## config.mk

```make
export PLATFORM = sky130hd
export DESIGN_NAME = jrlm_front
export DESIGN_NICKNAME = d
export VERILOG_FILES = /design/src/design/jrlm_pkg.sv /design/src/design/jrlm_front.sv
export SDC_FILE = /design/constraint.sdc
export NUM_CORES = 1
export LEC_CHECK = 0
export BUFFER_PORTS_ARGS = -buffer_cell sky130_fd_sc_hd__buf_2
export CAP_MARGIN = 40
export CORE_AREA = 2 2 157 159
export CTS_CLUSTER_SIZE = 30
export DETAILED_ROUTE_END_ITERATION = 12
export DIE_AREA = 0 0 159 161
export PLACE_DENSITY_LB_ADDON = 0.25
export SETUP_SLACK_MARGIN = 0.4
export SKIP_LAST_GASP = 1
export SYNTH_ARGS = -nofsm -noshare
export SYNTH_HDL_FRONTEND = slang
export SYNTH_SLANG_ARGS = --single-unit
```

## constraint.sdc

```tcl
create_clock -name clock -period 6.9 [get_ports clock]
set_clock_uncertainty 0.2 [all_clocks]
set_input_delay 1.035 -clock clock [delete_from_list [all_inputs] [get_ports clock]]
set_output_delay 1.035 -clock clock [all_outputs]
set_load 0.03 [all_outputs]
```

## src/design/jrlm_pkg.sv

```systemverilog
// ----------------------------------------------------------------------------
// jrlm_pkg
// Shared types, constants and helpers of the joint rate limit monitor.
// ----------------------------------------------------------------------------
package jrlm_pkg;

   localparam logic [30:0] SAT31      = 31'h7FFF_FFFF;
   localparam logic [29:0] FD_SCALE   = 30'd1000000000;
   localparam logic [9:0]  UTIL_SCALE = 10'd1000;
   localparam logic [16:0] TOL_ONE    = 17'h1_0000;
   localparam logic [15:0] UTIL_SAT   = 16'hFFFF;

   localparam logic [2:0] CSR_VEL_PRESENT = 3'd0;
   localparam logic [2:0] CSR_ACC_PRESENT = 3'd1;
   localparam logic [2:0] CSR_ALLOW_FD    = 3'd2;
   localparam logic [2:0] CSR_TOLERANCE   = 3'd3;

   typedef struct packed {
      logic              new_trajectory;
      logic              first_of_joint;
      logic              last_of_joint;
      logic [5:0]        joint_index;
      logic [31:0]       position;
      logic [31:0]       velocity_sample;
      logic [31:0]       acceleration_sample;
      logic [31:0]       step_ns;
      logic [30:0]       vel_limit;
      logic [30:0]       acc_limit;
   } sample_type;

   typedef struct packed {
      logic        vel_present;
      logic        acc_present;
      logic        allow_fd;
      logic [15:0] tolerance;
   } cfg_type;

   typedef struct packed {
      logic [5:0]  result_joint;
      logic        status;
      logic [30:0] peak_velocity;
      logic [30:0] peak_acceleration;
      logic        vel_over;
      logic        acc_over;
      logic [15:0] utilization_tenths;
      logic [30:0] overall_max_velocity;
      logic [5:0]  overall_velocity_joint;
      logic [30:0] overall_max_acceleration;
      logic [5:0]  overall_acceleration_joint;
      logic [15:0] overall_peak_utilization;
   } result_type;

   function automatic logic [30:0] abs_sat(input logic [31:0] v);
      logic [31:0] m;
      begin
         m = v[31] ? (~v + 32'd1) : v;
         return m[31] ? SAT31 : m[30:0];
      end
   endfunction

endpackage

```

## src/design/jrlm_front.sv

```systemverilog
// ----------------------------------------------------------------------------
// jrlm_front
// Request intake: holds one request, drops out-of-range joints, feeds queue.
// ----------------------------------------------------------------------------
module jrlm_front
   import jrlm_pkg::*;
#(
   parameter int unsigned MAX_JOINTS = 64
)(
   input  logic       clock,
   input  logic       reset,
   input  logic       req_valid,
   input  sample_type req_data,
   output logic       req_ready,
   output logic       push,
   output sample_type push_data,
   input  logic       full
);

   logic       hold_valid_ff;
   sample_type hold_ff;
   logic       in_range;
   logic       release_hold;

   assign in_range     = (9'(hold_ff.joint_index) < 9'(MAX_JOINTS));
   assign push         = hold_valid_ff && in_range && !full;
   assign release_hold = hold_valid_ff && (!in_range || !full);
   assign req_ready    = !hold_valid_ff || release_hold;
   assign push_data    = hold_ff;

   always_ff @(posedge clock) begin
      if (req_valid && req_ready) begin
         hold_ff <= req_data;
      end
      if (reset) begin
         hold_valid_ff <= 1'b0;
      end else if (req_ready) begin
         hold_valid_ff <= req_valid;
      end
   end

endmodule

```

==> flow_metrics.py <==
metrics = {
    "worst_setup_path": {
        "crit_required_ns": 5.66,
        "setup.worst_path.end_class": "output port",
        "timing.rr.start": "hold_valid_ff$_SDFFE_PP0P_",
        "worstSetupStartpointType": "input pin",
        "crit_arrival_ns": 1.54,
        "endpoint": "push",
        "crit_path_start": "full",
        "reg2reg_to": "push_data[31]$_DFFE_PP_",
        "reg2reg_depth": 3,
        "crit_fanout": 3,
        "path_class": "input pin to output port",
        "rrSetupSlack_ns": 4.90,
    },
    "sta": {
        "max_freq_ghz": 0.3607,
        "finalCriticalPeriod_ns": 2.773,
        "rsz0062_at_grt": "false",
        "tns_ns": 0,
        "setup_viol": 0,
        "slew_headroom_pct": 30.17,
        "maxSlewViolCount": 0,
        "hold_viol_final": 0,
        "setup_ws_ns": 4.127,
        "worstMarginPinSlew_ns": 1.047,
        "timing.final.crit_share_pct": 40.18,
    },
    "floorplan": {
        "fp.dieW_um": 159,
        "die_h_um": 161,
        "core_region_area_sq_um": 23960,
        "io_pins": 404,
        "start_util_pct": 25.14,
        "rows": 57,
        "die_area_sq_um": 25600,
    },
    "cts": {
        "cts_setup_buffers": 0,
        "insertion_delay_ns": 0.43,
        "cts_tree": "done",
        "path_clk_slew_ns": 0.07,
        "clk_path_buf_depth": 2,
        "cts-hold-fix-buffers": 0,
        "cts_resized": 0,
        "htreeDepth": 4,
        "root_buffer": "clkbuf_16",
        "cts_made_buffers": 17,
        "cts_sinks": 200,
    },
    "synth": {
        "synthXorXnorAreaFrac_pct": 0,
        "synthCells": 205,
        "yosysSeqAreaShare_pct": 99.54,
        "synthSimpleGateAreaFrac_pct": 0.3739,
        "synth_warnings": 0,
        "synth_top_family_by_area": "simple AND/OR/NAND/NOR gates",
        "synth_cell_types": 7,
        "avgSynthCellArea_sq_um": 29.38,
        "syn_area_sq_um": 6023,
        "synth_seq_cells": 200,
        "synth-adder-area-share_pct": 0,
        "synth_compound_area_share_pct": 0.08309,
        "synthMuxAreaShare_pct": 0,
        "syn-num-nets": 408,
    },
    "layout": {
        "post-route-util_pct": 37.62,
        "synthToLayoutAreaGrowth_pct": 49.67,
        "drive_gt1_share_pct": 68.18,
        "nNetsFinal": 831,
    },
    "worst_hold_path": {
        "hp-class": "flop to flop",
    },
    "placement": {
        "portBuffers": 403,
        "gp_congestion": 0.8084,
        "pre_cts_ws_ns": 4.062,
        "dp_hpwl_um": 11650,
    },
    "pwr": {
        "power_frac_comb_pct": 11.2,
        "leakage_nw": 3.806,
        "ir_drop_uv": 130.5,
        "power.switching_mw": 0.6776,
        "sw_frac_of_total_pct": 25.52,
        "p_clk_share_pct": 34.6,
        "internal-power_mw": 1.977,
        "p_per_area_nw_per_um2": 294.5,
        "pwr-share-seq_pct": 54.2,
    },
    "detailed_routing": {
        "antenna_left": 0,
        "drtIter0Drc": 201,
        "first_pass_iters": 4,
        "drc": 0,
        "wl_per_cell_um": 16.06,
        "via_per_inst": 3.907,
        "via_count": 3770,
        "wl_um": 15500,
    },
    "status": {
        "status": "finished, final reports clean",
    },
    "global_routing": {
        "grt_pass1_wl_um": 23030,
        "track_usage_pct": 11.94,
        "grt-ovfl-total": 0,
        "antenna_found_initial": 7,
        "grt_pass1_vias": 4080,
        "grt_max_degree": 200,
    },
    "job": {
        "max-cap-violations": 0,
    },
}
## layout make-up
type / instances / area, sq um
well taps: 324 / 405.4
diodes: 3 / 7.507
clock inverters: 12 / 113.9
fillers: 2308 / 14950
multi-input cells: 5 / 30.03
repair buffers: 404 / 2037
clock buffers: 17 / 425.4
flip-flops and latches: 200 / 5996
## layer usage
metal	routed length (um)	part of all wire (%)	vias up	GRT usage (%)
li1	-	-	1684	-
met1	5577	36	1823	12.61
met2	7859	51	239	20.36
met3	1737	11	20	5.932
met4	302	1.9	4	4.959
met5	24	0.15	-	0
## how the worst min path moves through the flow
stage	from	endpoint	cells after the start
2_1_floorplan	hold_valid_ff$_SDFFE_PP0P_	hold_valid_ff$_SDFFE_PP0P_	2
3_3_place_gp	hold_valid_ff$_SDFFE_PP0P_	hold_valid_ff$_SDFFE_PP0P_	2
3_5_place_dp	hold_valid_ff$_SDFFE_PP0P_	hold_valid_ff$_SDFFE_PP0P_	2
4_1_cts	hold_valid_ff$_SDFFE_PP0P_	hold_valid_ff$_SDFFE_PP0P_	2
5_1_grt	hold_valid_ff$_SDFFE_PP0P_	hold_valid_ff$_SDFFE_PP0P_	2
6_report	hold_valid_ff$_SDFFE_PP0P_	hold_valid_ff$_SDFFE_PP0P_	2
## power by group through the flow
stage / Sequential (mW) / Combinational [mW] / Clock, mW
after floorplan: 1.61 / 0.0229 / 0
after global placement: 1.47 / 0.299 / 0
after detailed placement: 1.47 / 0.302 / 0
after CTS: 1.44 / 0.302 / 0.958
after global routing: 1.45 / 0.313 / 1.01
final: 1.44 / 0.297 / 0.919
## kinds of logic after synthesis
family / after synthesis
and+or+nand+nor: 4
DFF: 200
AOI/OAI and AO/OA: 1
## flip-flops by register name (all words and copies together) (netlist names)
signal / flops
hold_valid_ff: 1
push_data: 199
## synthesized netlist by cell type (all sizes together)
cell type	number	area [sq um]
dfxtp	1	20.02
edfxtp	199	5976
and2	1	6.260
and2b	1	8.760
a21oi	1	5.000
nand2	1	3.750
nor2	1	3.750
## critical path, stage by stage
cell     delay, ns
buf_2         0.12
and2b_2       0.20
buf_2         0.18
## cells in the final DEF, fill, tap and decap left out, drive strengths merged
| master | Yosys | routed |
|---|---|---|
| nand2 | 1 | 1 |
| clkinv | 0 | 6 |
| edfxtp | 199 | 199 |
| nor2 | 1 | 1 |
| clkinvlp | 0 | 1 |
| inv | 0 | 5 |
| buf | 0 | 404 |
| a21oi | 1 | 1 |
| and2 | 1 | 1 |
| clkbuf | 0 | 17 |
| dfxtp | 1 | 1 |
| diode | 0 | 3 |
| and2b | 1 | 1 |
## metrics by stage
step	total power, mW	cell area, sq um	hold slack [ns]	std cells
final	2.655	9015	0.3435	965
after global routing	2.772	9012	0.3663	964
after CTS	2.700	9007	0.3496	962
after detailed placement	1.769	8468	0.3344	933
after global placement	1.764	8468	0.3357	933
after floorplan	1.636	6025	0.2666	205
Power figures use the tool's default switching activity.
