$ cat src/design/jrlm_pkg.sv
// ----------------------------------------------------------------------------
// jrlm_pkg
// Shared types, constants and helpers of the joint rate limit monitor.
// ----------------------------------------------------------------------------
package jrlm_pkg;

   localparam logic [30:0] SAT31      = 31'h7FFF_FFFF;
   localparam logic [29:0] FD_SCALE   = 30'd1000000000;
   localparam logic [9:0]  UTIL_SCALE = 10'd1000;
   localparam logic [16:0] TOL_ONE    = 17'h1_0000;
   localparam logic [15:0] UTIL_SAT   = 16'hFFFF;

   localparam logic [2:0] CSR_VEL_PRESENT = 3'd0;
   localparam logic [2:0] CSR_ACC_PRESENT = 3'd1;
   localparam logic [2:0] CSR_ALLOW_FD    = 3'd2;
   localparam logic [2:0] CSR_TOLERANCE   = 3'd3;

   typedef struct packed {
      logic              new_trajectory;
      logic              first_of_joint;
      logic              last_of_joint;
      logic [5:0]        joint_index;
      logic [31:0]       position;
      logic [31:0]       velocity_sample;
      logic [31:0]       acceleration_sample;
      logic [31:0]       step_ns;
      logic [30:0]       vel_limit;
      logic [30:0]       acc_limit;
   } sample_type;

   typedef struct packed {
      logic        vel_present;
      logic        acc_present;
      logic        allow_fd;
      logic [15:0] tolerance;
   } cfg_type;

   typedef struct packed {
      logic [5:0]  result_joint;
      logic        status;
      logic [30:0] peak_velocity;
      logic [30:0] peak_acceleration;
      logic        vel_over;
      logic        acc_over;
      logic [15:0] utilization_tenths;
      logic [30:0] overall_max_velocity;
      logic [5:0]  overall_velocity_joint;
      logic [30:0] overall_max_acceleration;
      logic [5:0]  overall_acceleration_joint;
      logic [15:0] overall_peak_utilization;
   } result_type;

   function automatic logic [30:0] abs_sat(input logic [31:0] v);
      logic [31:0] m;
      begin
         m = v[31] ? (~v + 32'd1) : v;
         return m[31] ? SAT31 : m[30:0];
      end
   endfunction

endpackage

$ cat src/design/jrlm_queue.sv
// ----------------------------------------------------------------------------
// jrlm_queue
// Two-entry request queue between the front and the back.
// ----------------------------------------------------------------------------
module jrlm_queue
   import jrlm_pkg::*;
(
   input  logic       clock,
   input  logic       reset,
   input  logic       push,
   input  sample_type push_data,
   output logic       full,
   input  logic       pop,
   output logic       pop_valid,
   output sample_type pop_data
);

   sample_type mem_ff [2];
   logic       wr_ptr_ff, rd_ptr_ff;
   logic [1:0] count_ff;

   assign full      = (count_ff == 2'd2);
   assign pop_valid = (count_ff != 2'd0);
   assign pop_data  = mem_ff[rd_ptr_ff];

   always_ff @(posedge clock) begin
      if (push) begin
         mem_ff[wr_ptr_ff] <= push_data;
      end
      if (reset) begin
         wr_ptr_ff <= 1'b0;
         rd_ptr_ff <= 1'b0;
         count_ff  <= 2'd0;
      end else begin
         if (push) wr_ptr_ff <= ~wr_ptr_ff;
         if (pop)  rd_ptr_ff <= ~rd_ptr_ff;
         count_ff <= count_ff + {1'b0, push} - {1'b0, pop};
      end
   end

endmodule

$ cat config.mk
export PLATFORM = sky130hd
export DESIGN_NAME = jrlm_queue
export DESIGN_NICKNAME = d
export VERILOG_FILES = /design/src/design/jrlm_pkg.sv /design/src/design/jrlm_queue.sv
export SDC_FILE = /design/constraint.sdc
export NUM_CORES = 1
export LEC_CHECK = 0
export BUFFER_PORTS_ARGS = -buffer_cell sky130_fd_sc_hd__buf_2
export CORE_ASPECT_RATIO = 0.75
export CORE_MARGIN = 2
export CORE_UTILIZATION = 47
export DETAILED_ROUTE_END_ITERATION = 8
export GPL_ROUTABILITY_DRIVEN = 0
export PLACE_DENSITY = 0.84
export SETUP_SLACK_MARGIN = 0.15
export SLEW_MARGIN = 20
export SYNTH_ARGS = -nofsm -noshare
export SYNTH_HDL_FRONTEND = slang
export SYNTH_SLANG_ARGS = --single-unit
$ cat constraint.sdc
create_clock -name clock -period 10.71 [get_ports clock]
set_input_delay 1.071 -clock clock [delete_from_list [all_inputs] [get_ports clock]]
set_output_delay 1.071 -clock clock [all_outputs]
set_load 0.01 [all_outputs]
==> flow_summary.toml, run 1 <==
[layout]
n_fill_cell = 2253
drive_gt1_frac = 0.611
fin_cells = 1508
final_nets = 1274
area_growth_pct = 24.6

[grt]
grt_max_degree = 78
overflow = 0
antenna_found_initial = 10
grt_pass1_vias = 7573
grt_pass1_wl_um = 44700
track_usage = 0.181

[power]
power.total_mw = 3.63
peakVddDrop_mv = 0.195
powerDensity_mw_per_mm2 = 194
leakagePower_nw = 7.22

[critical_path]
cp.arrival_ns = 3.27
cp_max_fo = 56
path_cells = "buf_4 > buf_4 > mux2_4 > buf_2"
cp-start-kind = "register"
max_stage_delay_ns = 0.83
endpoint_kind = "output port"
rrSetupSlack_ns = 7.75
cp_slowest_cell = "buf_4"
crit_required_ns = 9.64
path_class = "reg2out"
cpMostUsedCell = "buf_4"

[clocking]
insertion_delay_ns = 0.51
cts_buffer_depth = 3
cts_sinks = 403
clkSlewWorstSetupHoldPaths_ns = 0.06
cts_root_buf = "clkbuf_16"
cts_made_buffers = 38
cts_resized = 0
cts_setup_buffers = 0
cts_tree = "built"
holdBufCountCts = 0
htree_levels = 2

[sta]
final_max_slew_viol_count = 0
slew_headroom = 0.284
timing.hold.ws_ns = 0.523
setup_ws_ns = 6.37
fin_skew_ns = 0.0136
setup_viol = 0
final_hold_viol_count = 0
post-route-min-period_ns = 4.34
final.setup.tns_ns = 0
tightest_slew_ns = 1.07
rsz0062_at_grt = "false"
period_share = 0.405
fmax_mhz = 230

[floorplanning]
start_util = 0.478
dieArea_mm2 = 0.0333
rows = 56
core-area_mm2 = 0.0313
num_io_pins = 404
die_w_um = 210
die_h_um = 159

[route]
wl_um = 31900
dr.pass1.iters = 5
avgRoutedWirePerCell_um = 21.2
drc = 0
ant_nets = 0
first_iter_violations = 499
avgViaCountPerCell = 4.99
dr_total_vias = 7525

[run]
drv_cap = 0

[logic_synthesis]
syn-num-nets = 845
netlist-cell-type-count = 14
syn_avg_cell_area_um2 = 23.4
synthCells = 640
seq_area_frac_synth = 0.804
synth_area_mm2 = 0.0150
ys_seq_elements = 403
yosys_warnings = 0

[run_status]
status = "complete, no violations"

[place]
placed_cells_incl_taps = 1435
post-place-ws_ns = 6.88
io_buffer_count = 403
dp_hpwl_um = 22100

[hold_path]
hold_class = "reg2reg"
## where the power goes
part	switching (mW)	internal [mW]	leakage [nW]
combinational	0.208	0.199	2.81
clock	0.547	0.799	0.627
sequential	0.0329	1.84	3.78
## cell families (layout without fill, tap and decap cells)
family,Yosys count,count (layout),synth area share
flip-flops,403,403,0.804
multiplexers,199,199,0.175
buffers and inverters,24,481,0.0137
AND/OR/NAND/NOR,9,9,0.00309
XOR/XNOR,3,3,0.00267
adder cells (fa/ha/maj),2,2,0.00167
other,0,5,0
## layout make-up
cell class	count	area [um2]	area share
antenna	5	12.5	0.000670
clock inverter	17	166	0.00891
sequential	403	12100	0.646
inverter	2	7.51	0.000402
tap	406	508	0.0272
multi-input combinational	213	2740	0.147
clock buffer	51	1100	0.0591
timing repair buffer	411	2080	0.111
## state kept, by name, summed over array words and instances, names as in the netlist, named ones only
| register | count |
|---|---|
| mem_ff | 398 |
| count_ff | 2 |
| rd_ptr_ff | 1 |
| wr_ptr_ff | 1 |
## through the flow
stage          area, um2   util
3_3_place_gp       17400  0.555
3_5_place_dp       17400  0.555
6_report           18700  0.596
5_1_grt            18700  0.596
2_1_floorplan      15000      -
4_1_cts            18700  0.596
## cell usage after synthesis
master,number,share of area
ha_1,2,0.0017
buf_2,8,0.0027
inv_1,2,0.00050
and2_1,1,0.00042
nor2b_1,3,0.0013
or2_2,1,0.00042
buf_6,14,0.011
edfxtp_1,398,0.80
dfxtp_1,5,0.0067
mux2_2,99,0.074
mux2_4,100,0.10
xnor2_1,2,0.0012
nor2_1,4,0.0010
xnor3_1,1,0.0015
## routing by layer
layer | GRT usage | share of wire | vias up
met3 | 0.0667 | 0.098 | 54
li1 | - | - | 3420
met5 | 0 | 0.0014 | -
met2 | 0.307 | 0.49 | 362
met4 | 0.0523 | 0.019 | 8
met1 | 0.219 | 0.39 | 3681
## worst max-delay path, delay by kind of cell, from the launching register on
family / cells / cell delay (ns)
multiplexers: 1 / 0.36
flip-flops: 1 / 0.68
buffers and inverters: 3 / 1.59
## layout by cell type, fill, tap and decap left out, drive strengths merged
cell,Yosys,layout
nor2b,3,3
or2,1,1
mux2,199,199
diode,0,5
inv,2,4
edfxtp,398,398
ha,2,2
xnor2,2,2
and2,1,1
clkinv,0,12
buf,22,411
clkbuf,0,51
xnor3,1,1
dfxtp,5,5
bufinv,0,3
nor2,4,4
## path summary, 6_finish.rpt
| path | startpoint | cells after the start | endpoint |
|---|---|---|---|
| setup / recovery | register | 4 | pop_data[168] |
| hold / removal | rd_ptr_ff | 2 | rd_ptr_ff |
| setup reg to reg | wr_ptr_ff | 3 | mem_ff[0][115] |
| hold reg to reg | rd_ptr_ff | 2 | rd_ptr_ff |
(Power assumes the default switching activity.)
==> run 2, diff against run 1 <==
--- a/config.mk
+++ b/config.mk
@@ -5,13 +5,14 @@
 export SDC_FILE = /design/constraint.sdc
 export NUM_CORES = 1
 export LEC_CHECK = 0
+export ABC_AREA = 1
 export BUFFER_PORTS_ARGS = -buffer_cell sky130_fd_sc_hd__buf_2
 export CORE_ASPECT_RATIO = 0.75
 export CORE_MARGIN = 2
-export CORE_UTILIZATION = 47
+export CORE_UTILIZATION = 52
 export DETAILED_ROUTE_END_ITERATION = 8
 export GPL_ROUTABILITY_DRIVEN = 0
-export PLACE_DENSITY = 0.84
+export PLACE_DENSITY = 0.88
 export SETUP_SLACK_MARGIN = 0.15
 export SLEW_MARGIN = 20
 export SYNTH_ARGS = -nofsm -noshare
==> constraint.sdc (replaced) <==
create_clock -name clock -period 4.3 [get_ports clock]
set_input_delay 0.43 -clock clock [delete_from_list [all_inputs] [get_ports clock]]
set_output_delay 0.43 -clock clock [all_outputs]
set_load 0.01 [all_outputs]
==> flow_summary.toml, run 2 <==
[critical_path]
crit_required_ns = 3.87
r2r_end = "mem_ff[1][112]"
cp_max_fo = 69
rrSetupSlack_ns = 2.37
max_stage_delay_ns = 0.78
cp_slowest_cell = "dfxtp_4"
cp.arrival_ns = 2.38
cp-start-kind = "register"
path_class = "reg2out"
endpoint_kind = "output port"
r2r-start = "wr_ptr_ff"
path_cells = "buf_12 > mux2_4 > buf_2"
crit_path_end = "pop_data[106]"
rr_worst_depth = 3

[clocking]
holdBufCountCts = 0
cts_tree = "built"
cts_sinks = 403
cts_resized = 0
cts_buffer_depth = 3
clkSlewWorstSetupHoldPaths_ns = 0.07
insertion_delay_ns = 0.52
cts_setup_buffers = 0
cts_made_buffers = 39
cts_root_buf = "clkbuf_16"
htree_levels = 2

[route]
dr_total_vias = 7668
ant_nets = 0
wl_met1_um = 11600
drc = 0
avgViaCountPerCell = 5.12
dr_wl_met2_um = 15400
dr.max_layer_used = "met5"
met3_length_um = 3610
first_iter_violations = 417
wl_um = 31100
avgRoutedWirePerCell_um = 20.8
dr.pass1.iters = 5

[sta]
tightest_slew_ns = 1.01
final_hold_viol_count = 0
period_share = 0.653
fmax_mhz = 356
setup_viol = 0
final_max_slew_viol_count = 0
slew_headroom = 0.330
rsz0062_at_grt = "false"
final.setup.tns_ns = 0
fin_skew_ns = 0.00905
post-route-min-period_ns = 2.81

[power]
peakVddDrop_mv = 0.354
powerDensity_mw_per_mm2 = 477
leakagePower_nw = 7.22

[layout]
largest-register = "mem_ff"
n_fill_cell = 1853
design_area_mm2 = 0.0187
drive_gt1_frac = 0.606
area_growth_pct = 24.6
final_nets = 1285
final_cell_mix = "buf_2 (403), edfxtp_1 (398), mux2_4 (100)"
regArea_mm2 = 0.0121
top_regs = "mem_ff (398), count_ff (2)"
fin_cells = 1497
post-route-util = 0.663
largest_reg_flops = 398
multiInputGateArea_mm2 = 0.00272
final_common_cell = "buf_2"

[logic_synthesis]
syn-num-nets = 855
ys_seq_elements = 403
syn_avg_cell_area_um2 = 23.1
netlist-cell-type-count = 14
synth_edf_count = 398
yosysTopAreaCellShare = 0.797
synth.top_cells.by_count = "edfxtp_1 (398), mux2_4 (100), mux2_2 (99)"
synthArstFlopShare = 0
yosys_warnings = 0
synth_area_mm2 = 0.0150
synthCells = 650
seq_area_frac_synth = 0.804
synth_most_common_cell = "edfxtp_1"
yosys_most_used_dff = "edfxtp_1"
netlist_top_cells_area = "edfxtp_1 (80%), mux2_4 (10%), mux2_2 (7.4%)"
synth_top_area_cell = "edfxtp_1"

[grt]
grt_pass1_wl_um = 44300
grt_max_degree = 169
track_usage = 0.199
overflow = 0
antenna_found_initial = 12
grt_pass1_vias = 7780

[floorplanning]
die_w_um = 200
start_util = 0.532
num_io_pins = 404
dieArea_mm2 = 0.0302
rows = 53
core-area_mm2 = 0.0282
die_h_um = 151

[place]
placed_cells_incl_taps = 1424
io_buffer_count = 403
placed_cell_area_mm2 = 0.0174
dp_hpwl_um = 21300

[run_status]
status = "complete, no violations"

[hold_path]
hold_class = "in2reg"

[run]
drv_cap = 0
[run 2: cell types whose count changed after synthesis, sizes merged, moves of 3 or more]
cell and delta:
nand2 +5, nor2b -3, inv +6, nor2 +3
[run 2: worst min-delay path by stage]
stage                         startpoint  cells past startpoint  slack, ns             end
after floorplan                rd_ptr_ff                      2       0.48        register
after global placement         rd_ptr_ff                      2       0.49        register
after detailed placement       rd_ptr_ff                      2       0.51        register
after CTS                 push_data[183]                      1       0.07  mem_ff[0][183]
after global routing      push_data[181]                      1       0.06  mem_ff[1][181]
final                      push_data[22]                      1        0.1   mem_ff[0][22]
[run 2: cell type report]
cell class                 count  share of cell area
timing repair buffer         411               0.113
multi-input combinational    217               0.146
antenna                        8             0.00107
clock buffer                  46              0.0560
inverter                       8             0.00181
tap                          385              0.0258
clock inverter                19              0.0108
sequential                   403               0.646
[run 2: report_power, final]
group	internal [mW]	switching (mW)	leakage [nW]
clock network	1.97	1.35	0.606
registers	4.56	0.0710	3.78
logic	0.466	0.488	2.84
[run 2: logic make-up (layout without fill, tap and decap cells)]
family / after synthesis / count (layout) / synth area share
other: 0 / 8 / 0
and+or+nand+nor: 14 / 14 / 0.00367
xor gates and xnor gates: 1 / 1 / 0.000584
DFF: 403 / 403 / 0.804
AOI/OAI and AO/OA: 1 / 1 / 0.000334
buffers and inverters: 30 / 484 / 0.0152
muxes: 199 / 199 / 0.175
adders and majority gates: 2 / 2 / 0.00167
[run 2: worst max-delay path, delay by kind of cell (launching register included)]
kind | cells | cell delay (ns)
DFF | 1 | 0.78
muxes | 1 | 0.35
buffers and inverters | 2 | 0.65
[run 2: layer usage]
metal  global-route usage  up-vias
li1                     -     3448
met1                0.242     3795
met2                0.331      370
met3               0.0786       47
met4               0.0570        8
met5                    0        -
[run 2: through the flow]
step	setup WS, ns	total power, mW	hold WS [ns]
after global routing	1.39	9.21	0.0616
after global placement	2.04	5.63	0.493
final	1.49	8.90	0.0953
after floorplan	0.419	5.28	0.480
after detailed placement	2.02	5.67	0.508
after CTS	1.45	8.98	0.0666
==> run 3, diff against run 2 <==
==> constraint.sdc (replaced) <==
create_clock -name clock -period 2.89 [get_ports clock]
set_input_delay 0.289 -clock clock [delete_from_list [all_inputs] [get_ports clock]]
set_output_delay 0.289 -clock clock [all_outputs]
set_load 0.01 [all_outputs]
==> flow_summary.toml, run 3 (synthesis gave the netlist of run 2 again) <==
[floorplanning]
die_h_um = 151
rows = 53
dieArea_mm2 = 0.0302
die_w_um = 200
core-area_mm2 = 0.0282
num_io_pins = 404
start_util = 0.532

[route]
avgRoutedWirePerCell_um = 22.7
drc = 0
avgViaCountPerCell = 5.20
dr_total_vias = 8843
ant_nets = 0
first_iter_violations = 574
dr.pass1.iters = 5
wl_um = 38500

[critical_path]
endpoint_kind = "output port"
r2r_end = "mem_ff[0][119]"
rrSetupSlack_ns = 1.35
path_class = "reg2out"
r2r-start = "wr_ptr_ff"
cp_max_fo = 97
rr_worst_depth = 2
cp.arrival_ns = 2.09
crit_required_ns = 2.60
cp-start-kind = "register"

[hold_path]
hold_class = "in2reg"
min_from = "pop"
hold_depth = 3
hold_path_end = "rd_ptr_ff"

[layout]
final_nets = 1486
post-route-util = 0.734
area_growth_pct = 38.0
final_common_cell = "buf_2"
n_fill_cell = 1496
final_cell_mix = "buf_2 (403), edfxtp_1 (398), dlygate4sd3_1 (200)"
largest-register = "mem_ff"
top_regs = "mem_ff (398), count_ff (2)"
drive_gt1_frac = 0.508
largest_reg_flops = 398

[clocking]
cts_root_buf = "clkbuf_16"
htree_levels = 2
cts_tree = "built"
insertion_delay_ns = 0.53
cts_made_buffers = 38
cts_buffer_depth = 3
clkSlewWorstSetupHoldPaths_ns = 0.06
cts_sinks = 403

[place]
dp_hpwl_um = 21400
post-place-ws_ns = 1.06
io_buffer_count = 403

[grt]
grt_pass1_vias = 9497
antenna_found_initial = 3
overflow = 0
grt_pass1_wl_um = 55000
track_usage = 0.248
grt_max_degree = 120

[power]
intPower_mw = 10.4
pwr-share-comb = 0.130
peakVddDrop_mv = 0.626
pwr-share-seq = 0.510
p_clk_frac = 0.359
p_switching_mw = 3.04
leakagePower_nw = 8.05
powerDensity_mw_per_mm2 = 651
sw_frac_of_total = 0.226

[sta]
final_max_slew_viol_count = 0
fin_skew_ns = 0.0168
tightest_slew_ns = 0.859
setup_ws_ns = 0.506
post-route-min-period_ns = 2.38
final_hold_viol_count = 0
fmax_mhz = 420
final.setup.tns_ns = 0
timing.hold.ws_ns = 0.102
slew_headroom = 0.427
rsz0062_at_grt = "false"
period_share = 0.825
setup_viol = 0

[run_status]
status = "complete, no violations"

[run]
drv_cap = 0
run 3: worst max path at each step:
stage	end	depth (start not counted)
floorplan	mem_ff[1][0]	2
global placement	pop_data[72]	3
detailed placement	pop_data[78]	3
CTS	pop_data[78]	3
global route	pop_data[75]	3
finish	pop_data[182]	3
run 3: layer usage:
layer / routed length, um / global-route usage / up-vias
li1: - / - / 3838
met1: 13800 / 0.295 / 4370
met2: 19800 / 0.435 / 552
met3: 3840 / 0.0735 / 83
met4: 1080 / 0.0844 / 0
met5: 0 / 0 / -
run 3: area by class of cell:
| type | count | area, um2 | share of cell area |
|---|---|---|---|
| Antenna cell | 4 | 10.0 | 0.000484 |
| Tap cell | 385 | 482 | 0.0233 |
| Clock buffer | 51 | 1060 | 0.0514 |
| Multi-Input combinational cell | 217 | 2720 | 0.132 |
| Timing Repair Buffer | 613 | 4180 | 0.202 |
| Sequential cell | 403 | 12100 | 0.583 |
| Clock inverter | 18 | 130 | 0.00629 |
| Inverter | 8 | 36.3 | 0.00175 |
run 3: critical path: stages, from the launching register on:
cell	delay (ns)
dfxtp_4	0.39
buf_12	0.43
mux2_4	0.37
buf_2	0.15
run 3: timing repair:
item,4_1_cts,5_1_grt
hold endpoints to repair,402,0
setup buffers,0,0
hold buffers,200,0
gates resized for setup,0,0
run 3: power by group through the flow:
stage                     Combinational [mW]  Clock (mW)  Sequential, mW
after floorplan                        0.874           0            6.98
after global placement                  1.43           0            6.96
after detailed placement                1.47           0            6.98
after CTS                               1.70        4.85            6.86
after global routing                    1.85        5.14            6.89
final                                   1.75        4.84            6.87
run 3: through the flow:
step,cell area [um2],cells,power [mW]
CTS,20700,1695,13.4
floorplan,15000,650,7.85
global route,20700,1698,13.9
detailed placement,17500,1426,8.45
finish,20700,1699,13.5
global placement,17500,1426,8.39
